### config.mk
export PLATFORM = sky130hd
export DESIGN_NAME = gcr_head_bit_shifter_unit
export DESIGN_NICKNAME = d
export VERILOG_FILES = /design/src/hdl/ghbs_pkg.sv /design/src/hdl/gcr_head_bit_shifter_unit.sv
export SDC_FILE = /design/constraint.sdc
export NUM_CORES = 1
export LEC_CHECK = 0
export ABC_AREA = 1
export BUFFER_PORTS_ARGS = -buffer_cell sky130_fd_sc_hd__clkbuf_2
export CAP_MARGIN = 20
export CORE_MARGIN = 4
export CORE_UTILIZATION = 30
export DETAILED_ROUTE_END_ITERATION = 12
export GPL_TIMING_DRIVEN = 1
export HOLD_SLACK_MARGIN = 0.05
export PLACE_DENSITY = 0.45
export SETUP_SLACK_MARGIN = 0.3
export SKIP_CTS_REPAIR_TIMING = 1
export SLEW_MARGIN = 20
export SYNTH_ARGS = -nofsm -noshare
export SYNTH_HDL_FRONTEND = slang
export SYNTH_SLANG_ARGS = --single-unit
### constraint.sdc
create_clock -name clk -period 6.79 [get_ports clk]
set_clock_uncertainty 0.2 [all_clocks]
set_input_delay 1.6975 -clock clk [delete_from_list [all_inputs] [get_ports clk]]
set_output_delay 1.6975 -clock clk [all_outputs]
set_load 0.005 [all_outputs]
### src/hdl/ghbs_pkg.sv
// shared types and constants for the gcr head bit shifter
package ghbs_pkg;

  // ring index width and sync run length
  localparam int PositionWidth = 16;
  localparam int SyncOnes      = 10;

  // bit-cell timing and byte framing
  localparam logic [4:0]  CELL_STEP   = 5'd16;
  localparam logic [7:0]  MIN_DIVISOR = 8'd17;
  localparam logic [3:0]  FRAME_BITS  = 4'd8;
  localparam logic [7:0]  LAST_BYTE_RESET = 8'hFF;
  localparam logic [3:0]  SYNC_ONES_COUNT = 4'(SyncOnes);

  // one drive cycle worth of inputs
  typedef struct packed {
    logic                     disk_in;
    logic                     spindle_on;
    logic                     head_write;
    logic [PositionWidth-1:0] track_bits;
    logic [7:0]               cell_divisor;
    logic                     surface_bit;
    logic [7:0]               write_value;
  } item_t;

  // one drive cycle worth of results
  typedef struct packed {
    logic                     byte_done;
    logic [7:0]               assembled_byte;
    logic                     sync_mark;
    logic [PositionWidth-1:0] head_position;
    logic                     write_strobe;
    logic [PositionWidth-1:0] write_start;
    logic [7:0]               write_byte;
  } result_t;

endpackage

### src/hdl/gcr_head_bit_shifter_unit.sv
// gcr head bit shifter: cell timing, head position, sync detect and byte framing
//
//   channel  direction  handshake                   payload
//   item     in         item_valid / item_stall     item   (ghbs_pkg::item_t)
//   result   out        result_valid / result_stall result (ghbs_pkg::result_t)
//
// one item per clock while the result side does not stall; an item passes through two
// registers: the input register, then the result register after a single pass of the update logic
// the drive state (accumulator, position, shifter, counters) updates as an item
// moves from the input register to the result register
// rst clears both registers and sets the drive state to its power-up values
// a stalled result holds; the input register keeps taking transfers while the
// result register is free or is being drained in the same cycle
module gcr_head_bit_shifter_unit (
  input  logic              clk,
  input  logic              rst,
  input  logic              item_valid,
  output logic              item_stall,
  input  ghbs_pkg::item_t   item,
  output logic              result_valid,
  input  logic              result_stall,
  output ghbs_pkg::result_t result
);
  import ghbs_pkg::*;

  // input register
  logic  held_valid;
  item_t held;

  // drive state
  logic [8:0]               cell_accumulator;
  logic [PositionWidth-1:0] bit_position;
  logic [7:0]               shift_bits;
  logic [3:0]               ones_count;
  logic [3:0]               frame_count;
  logic                     in_sync;
  logic [7:0]               last_byte;
  logic                     was_writing;

  logic [8:0]               cell_accumulator_next;
  logic [PositionWidth-1:0] bit_position_next;
  logic [7:0]               shift_bits_next;
  logic [3:0]               ones_count_next;
  logic [3:0]               frame_count_next;
  logic                     in_sync_next;
  logic [7:0]               last_byte_next;
  logic                     was_writing_next;
  result_t                  result_next;

  logic advance;

  // pipeline flow
  assign advance    = held_valid && (!result_valid || !result_stall);
  assign item_stall = held_valid && !advance;

  // one pass of the drive update for the held item
  always_comb begin
    logic                     idle;
    logic [7:0]               div;
    logic [9:0]               acc_sum;
    logic                     cell_step;
    logic [PositionWidth-1:0] pos_inc;
    logic [PositionWidth:0]   wrap_sum;
    logic [3:0]               fc;

    cell_accumulator_next = cell_accumulator;
    bit_position_next     = bit_position;
    shift_bits_next       = shift_bits;
    ones_count_next       = ones_count;
    frame_count_next      = frame_count;
    in_sync_next          = in_sync;
    last_byte_next        = last_byte;
    was_writing_next      = was_writing;

    result_next.byte_done    = 1'b0;
    result_next.write_strobe = 1'b0;
    result_next.write_start  = '0;
    result_next.write_byte   = '0;

    idle = !held.disk_in || !held.spindle_on ||
           (held.track_bits < PositionWidth'(FRAME_BITS));
    div  = (held.cell_divisor < MIN_DIVISOR) ? MIN_DIVISOR : held.cell_divisor;
    acc_sum   = {1'b0, cell_accumulator} + 10'(CELL_STEP);
    cell_step = acc_sum >= {2'b00, div};
    pos_inc   = bit_position + PositionWidth'(1);
    fc        = frame_count;
    wrap_sum  = '0;

    if (idle) begin
      in_sync_next     = 1'b0;
      was_writing_next = 1'b0;
    end else begin
      // write entry restarts framing
      if (held.head_write && !was_writing) begin
        fc = '0;
      end
      was_writing_next = held.head_write;
      cell_accumulator_next = cell_step ? 9'(acc_sum - {2'b00, div}) : 9'(acc_sum);

      if (cell_step) begin
        // advance head around the ring
        bit_position_next = (pos_inc >= held.track_bits) ? '0 : pos_inc;

        if (held.head_write) begin
          // write: frame bytes and strobe the start index
          in_sync_next    = 1'b0;
          ones_count_next = '0;
          fc = fc + 4'd1;
          if (fc >= FRAME_BITS) begin
            fc = '0;
            wrap_sum = {1'b0, bit_position_next} + {1'b0, held.track_bits}
                       - (PositionWidth+1)'(FRAME_BITS);
            result_next.write_start =
              (bit_position_next >= PositionWidth'(FRAME_BITS)) ?
              bit_position_next - PositionWidth'(FRAME_BITS) :
              wrap_sum[PositionWidth-1:0];
            result_next.write_byte   = held.write_value;
            result_next.write_strobe = 1'b1;
            result_next.byte_done    = 1'b1;
          end
        end else begin
          // read: shift surface bit, track ones run
          shift_bits_next = {shift_bits[6:0], held.surface_bit};
          if (held.surface_bit) begin
            if (ones_count < SYNC_ONES_COUNT) begin
              ones_count_next = ones_count + 4'd1;
            end
          end else begin
            ones_count_next = '0;
          end
          if (ones_count_next >= SYNC_ONES_COUNT) begin
            in_sync_next = 1'b1;
            fc = '0;
          end else begin
            if (in_sync) begin
              in_sync_next = 1'b0;
              fc = 4'd1;
            end else begin
              fc = fc + 4'd1;
            end
            if (fc >= FRAME_BITS) begin
              fc = '0;
              last_byte_next = shift_bits_next;
              result_next.byte_done = 1'b1;
            end
          end
        end
      end
      frame_count_next = fc;
    end

    result_next.assembled_byte = last_byte_next;
    result_next.sync_mark      = in_sync_next;
    result_next.head_position  = bit_position_next;
  end

  // input register
  always_ff @(posedge clk) begin
    if (rst) begin
      held_valid <= 1'b0;
    end else if (!item_stall) begin
      held_valid <= item_valid;
    end
    if (!item_stall && item_valid) begin
      held <= item;
    end
  end

  // drive state update
  always_ff @(posedge clk) begin
    if (rst) begin
      cell_accumulator <= '0;
      bit_position     <= '0;
      shift_bits       <= '0;
      ones_count       <= '0;
      frame_count      <= '0;
      in_sync          <= 1'b0;
      last_byte        <= LAST_BYTE_RESET;
      was_writing      <= 1'b0;
    end else if (advance) begin
      cell_accumulator <= cell_accumulator_next;
      bit_position     <= bit_position_next;
      shift_bits       <= shift_bits_next;
      ones_count       <= ones_count_next;
      frame_count      <= frame_count_next;
      in_sync          <= in_sync_next;
      last_byte        <= last_byte_next;
      was_writing      <= was_writing_next;
    end
  end

  // result register
  always_ff @(posedge clk) begin
    if (rst) begin
      result_valid <= 1'b0;
    end else if (advance) begin
      result_valid <= 1'b1;
    end else if (!result_stall) begin
      result_valid <= 1'b0;
    end
    if (advance) begin
      result <= result_next;
    end
  end

endmodule

# After elaboration in Yosys (flattened, before gate mapping)
# Cells that the tools add are included.
# word_totals
reg_bits,139
output_inout_bits,53
wordCells,107
# classes
addsub,8
order_cmp,9
n_eq_ne,1
n_mux,41
n_bitwise,4
reduce_logical,20
# ops
cell,count
4-bit 2-to-1 mux,18
16-bit 2-to-1 mux,4
8-bit 2-to-1 mux,6
16-bit by 4-bit subtractor with 16-bit output (second input constant),2
25-bit 2-to-1 mux,1
16-bit by 1-bit adder with 16-bit output (second input constant),1
16-bit adder,1
16-bit >= comparator,1
16-bit by 4-bit >= comparator with 1-bit output (second input constant),1
16-bit by 4-bit less-than comparator with 1-bit output (second input constant),1
4-bit >= comparator (second input constant),3
1-bit 2-to-1 mux,11
9-bit by 5-bit adder with 10-bit output (second input constant),1
10-bit by 8-bit >= comparator with 1-bit output,1
9-bit 2-to-1 mux,1
9-bit by 8-bit subtractor with 9-bit output,1
4-bit by 1-bit adder with 4-bit output (second input constant),2
8-bit by 5-bit less-than comparator with 1-bit output (second input constant),1
1-bit zero test,7
1-bit logical AND,4
4-bit less-than comparator (second input constant),1
1-bit inverter,4
4-bit AND reduction,1
4-bit OR reduction,1
other kinds (6),8

# Depth between registers and ports, before layout
# logic_depth
ltp_word,17
depth_mapped,35

# Least setup slack after synthesis
# No wires, ideal clock.
# synth_path
path_kind,register -> register
start,reg bit_position[0]
end,"reg result[21] in the netlist's numbering, data pin"
setup_time_ns,0.249
t_arrival_ns,4.257
t_required_ns,6.341
path_slack_ns,2.084
path_stages_with_launch,31
path_buffers,1
path_cell_list,dfxtp_1 ha_1 nand2_1 inv_1 nand2_1 nor2_2 nand4_1 nand2_1 inv_1 ha_1 nand2_1 nor4_4 nand2_2 buf_2 nand2_1 nor3_1 ha_1 inv_1 fa_1 o21ai_0 a21oi_1 o21ai_0 nand2_1 nand2_1 nand2_1 nand2_1 nand3_1 nand2_1 inv_1 nand2_1 inv_1
# synth_via
elab_chain_cells,6
elab_cells_between_ends,8
# synth_lines
element,line,rtl
start: declaration,gcr_head_bit_shifter_unit.sv:32,logic [PositionWidth-1:0] bit_position;
start signal: assignment,gcr_head_bit_shifter_unit.sv:182,bit_position <= bit_position_next;
16-bit by 1-bit adder with 16-bit output (*),gcr_head_bit_shifter_unit.sv:85,pos_inc = bit_position + PositionWidth'(1);
16-bit >= comparator,gcr_head_bit_shifter_unit.sv:102,bit_position_next = (pos_inc >= held.track_bits) ? '0 : pos_inc;
16-bit 2-to-1 mux (*),gcr_head_bit_shifter_unit.sv:102,
16-bit adder,gcr_head_bit_shifter_unit.sv:111,"wrap_sum = {1'b0, bit_position_next} + {1'b0, held.track_bits}"
16-bit by 4-bit subtractor with 16-bit output,gcr_head_bit_shifter_unit.sv:112,- (PositionWidth+1)'(FRAME_BITS);
16-bit 2-to-1 mux (*),gcr_head_bit_shifter_unit.sv:114,(bit_position_next >= PositionWidth'(FRAME_BITS)) ?
end signal: assignment,gcr_head_bit_shifter_unit.sv:202,result <= result_next;
end: declaration,gcr_head_bit_shifter_unit.sv:22,output ghbs_pkg::result_t result
# Mark *: on every way between the ends. The rest lies on a longest branch, timed or not.
# A chain may end at the register's enable or synchronous reset.

# Final worst setup path
# Same ends and word-level chain as after synthesis.

==> results.json <==
{
  "antenna-diode-count": 0,
  "clk_pin_slew_ns": 0.07,
  "clock_power_share": 0.441,
  "final-max-slew-violation-count": 0,
  "pin_count_of_the_biggest_net_entering_global_routing": 62,
  "first_global_vias": 6092,
  "core-area_sq_mm": 0.0262,
  "drtIter0Drc": 291,
  "hold_violations": 0,
  "htree_num_levels": 4,
  "unrepaired_setup_endpoints_after_global_routing": "no",
  "power.static_leakage_nw": 4.28,
  "run_status": "finished, final reports clean",
  "cts.path.max_buffers": 2,
  "timing.critical_path.fanout_max": 17,
  "place.port_buffers": 92,
  "setup.worst_path.end_class": "flop",
  "logic_depth_of_the_worst_register_to_register_path": 31,
  "worstReg2RegStart": "bit_position[0]",
  "wl_per_cell_um": 14.5,
  "remaining_routing_drc_violations": 0,
  "die-height_um": 172,
  "cts_root_buffer": "sky130_fd_sc_hd__clkbuf_16",
  "slowest_delay_ns": 0.45,
  "reg_to_reg_endpoint": "result[21]",
  "worstSetupEndpoint": "result[21]",
  "synth_seq_cells": 139,
  "timing.critical_path.slowest_stage_cell": "sky130_fd_sc_hd__dfxtp_1",
  "final_antenna_net_count": 0,
  "post-place-cells": 1359,
  "finish.cell_count_without_fillers": 1391,
  "cts-buffers-inserted": 17,
  "p_sw_frac": 0.283,
  "power.switching_uw": 606,
  "filler_cell_count": 2732,
  "cp_data_arrival_time_ns": 5.37,
  "setup_tns_ns": 0,
  "synthesis.instances": 948,
  "post-layout-total-power_mw": 2.14,
  "dp_worst_setup_slack_ns": 1.40,
  "final.min_clock_period_ns": 5.38,
  "setup_viol": 0,
  "weighted_congestion_reported_at_the_end_of_routability_driven_placement": 0.853,
  "flow.area_growth_from_synthesis_pct": 17.6,
  "clkLatencyLatePin_ns": 0.45,
  "crit_path_frequent_cell": "sky130_fd_sc_hd__nand2_1",
  "ys_seq_area_frac": 0.454,
  "die_width_um": 172,
  "die_area_sq_mm": 0.0295,
  "post_route_cells_drive_above_1_share": 0.170,
  "timing.critical_path.from": "bit_position[0]",
  "reg2reg_setup_slack_ns": 1.41,
  "totalWireLength_um": 20100,
  "max-slew-margin-rel": 0.357,
  "dp_wirelength_um": 14900,
  "placementRows": 59,
  "combPwrFrac": 0.116,
  "power_per_cell_area_mw_per_mm2": 226,
  "internal-power_mw": 1.53,
  "nets": 1143,
  "setup.worst_path.start_class": "flop",
  "synthesis.area_sq_mm": 0.00805,
  "cap_violations": 0,
  "vias_per_cell": 4.57,
  "max_slew.worst_pin.slew_ns": 0.963,
  "worstSetupPathType": "flop to flop",
  "start_util": 0.307,
  "syn-mean-instance-area_sq_um": 8.49,
  "p_seq_frac": 0.443,
  "cts_tree": "built",
  "grt.total_usage": 0.140,
  "yosysUniqueCellTypes": 42,
  "grt_overflow_total": 0,
  "post-route-period-util": 0.793,
  "timing.hold.worst.class": "flop to flop",
  "hold_slack_ns": 0.271,
  "final-seq-area_sq_mm": 0.00365,
  "dr_total_vias": 6361,
  "grt_first_pass_wirelength_um": 32400,
  "maximum_clock_rate_mhz": 186,
  "vdd.ir_drop.worst_mv": 0.126,
  "total_nets_after_synthesis": 1048,
  "clock-sinks": 139,
  "antenna_found_initial": 0,
  "final.setup.worst_slack_ns": 1.41,
  "multiInputGateArea_sq_mm": 0.00373,
  "ios": 93,
  "critical_path_required_ns": 6.77,
  "drtPass1Iterations": 4,
  "ys.warnings.count": 0
}
==> worst max-delay path, delay by kind of cell, from the launching register on <==
family,cells,cell delay [ns]
DFF,1,0.45
and+or+nand+nor,17,1.83
buffers and inverters,6,0.64
AOI/OAI and AO/OA,4,0.92
adders and majority gates,4,1.13
==> cell usage in the layout, fill, tap and decap left out, types with 10 or more instances in the layout <==
cell / instances
sky130_fd_sc_hd__nor3_1: 10
sky130_fd_sc_hd__nand2_1: 176
sky130_fd_sc_hd__clkbuf_16: 18
sky130_fd_sc_hd__nand4_1: 11
sky130_fd_sc_hd__xor2_1: 22
sky130_fd_sc_hd__dfxtp_1: 52
sky130_fd_sc_hd__o21ai_0: 71
sky130_fd_sc_hd__edfxtp_1: 87
sky130_fd_sc_hd__ha_1: 58
sky130_fd_sc_hd__inv_1: 140
sky130_fd_sc_hd__a21oi_1: 80
sky130_fd_sc_hd__clkbuf_2: 92
sky130_fd_sc_hd__nand3_1: 37
sky130_fd_sc_hd__nor2_1: 83
==> worst min-delay path by stage <==
stage | depth (start not counted) | start | to | slack (ns)
3_3_place_gp | 2 | last_byte[5] | last_byte[5] | 0.25
4_1_cts | 2 | frame_count[3] | frame_count[3] | 0.27
3_5_place_dp | 2 | last_byte[4] | last_byte[4] | 0.26
2_1_floorplan | 2 | shift_bits[1] | shift_bits[2] | 0.24
5_1_grt | 2 | frame_count[3] | frame_count[3] | 0.29
6_report | 2 | frame_count[3] | frame_count[3] | 0.27
==> power by group through the flow <==
stage	registers (mW)	clock network (mW)	logic, mW
after floorplan	0.965	0	0.175
after global placement	0.967	0	0.252
after detailed placement	0.968	0	0.250
after CTS	0.949	0.976	0.252
after global routing	0.952	1.01	0.287
final	0.948	0.943	0.247
==> per-stage QoR <==
stage / instance area (sq um) / utilization
final: 9460 / 0.361
after CTS: 9460 / 0.361
after global placement: 8860 / 0.338
after global routing: 9460 / 0.361
after detailed placement: 8860 / 0.338
after floorplan: 8050 / -
==> sequential cells by signal, indices dropped and copies added, names as in the netlist, 4 cells and up <==
name and cells:
shift_bits 7, frame_count 4, cell_accumulator 9, held 36
bit_position 16, ones_count 4, result 51, last_byte 8
==> logic make-up (layout without fill, tap and decap cells) <==
group	Yosys count	in the layout	share of synthesized area
AOI/OAI and AO/OA	191	191	0.133
xor gates and xnor gates	33	33	0.0378
adders and majority gates	60	60	0.0952
buffers and inverters	170	278	0.0827
DFF	139	139	0.454
and+or+nand+nor	355	355	0.198
==> cell type report <==
cell class | instances | share of cell area
Clock buffer | 18 | 0.0476
Clock inverter | 14 | 0.0152
Inverter | 149 | 0.0591
Multi-Input combinational cell | 639 | 0.395
Sequential cell | 139 | 0.386
Tap cell | 335 | 0.0443
Timing Repair Buffer | 97 | 0.0527
==> synth_stat cells, drive strengths merged <==
master | count | share of area
nor4 | 3 | 0.0042
o211ai | 10 | 0.010
clkinv | 2 | 0.00093
a21o | 1 | 0.00093
or2 | 2 | 0.0016
a21oi | 84 | 0.054
nor2 | 98 | 0.054
ha | 58 | 0.090
edfxtp | 87 | 0.32
nand2 | 186 | 0.091
xnor2 | 9 | 0.0098
a21boi | 2 | 0.0019
buf | 10 | 0.0081
o21bai | 3 | 0.0028
o21a | 3 | 0.0028
dfxtp | 52 | 0.13
o21ai | 81 | 0.054
o31ai | 4 | 0.0037
nand4 | 11 | 0.0086
inv | 147 | 0.069
clkbuf | 11 | 0.0051
xor2 | 24 | 0.028
nor3 | 10 | 0.0062
fa | 2 | 0.0050
nand3b | 3 | 0.0028
nand3 | 42 | 0.029
a211oi | 3 | 0.0028
==> metal layers <==
layer / part of all wire / routed length, um / track usage
met4: 0.011 / 223 / 0.0427
met3: 0.042 / 843 / 0.0313
met1: 0.49 / 9790 / 0.187
met5: 0 / 0 / 0
met2: 0.46 / 9280 / 0.228
No activity file was read; power rests on OpenSTA's default activity.
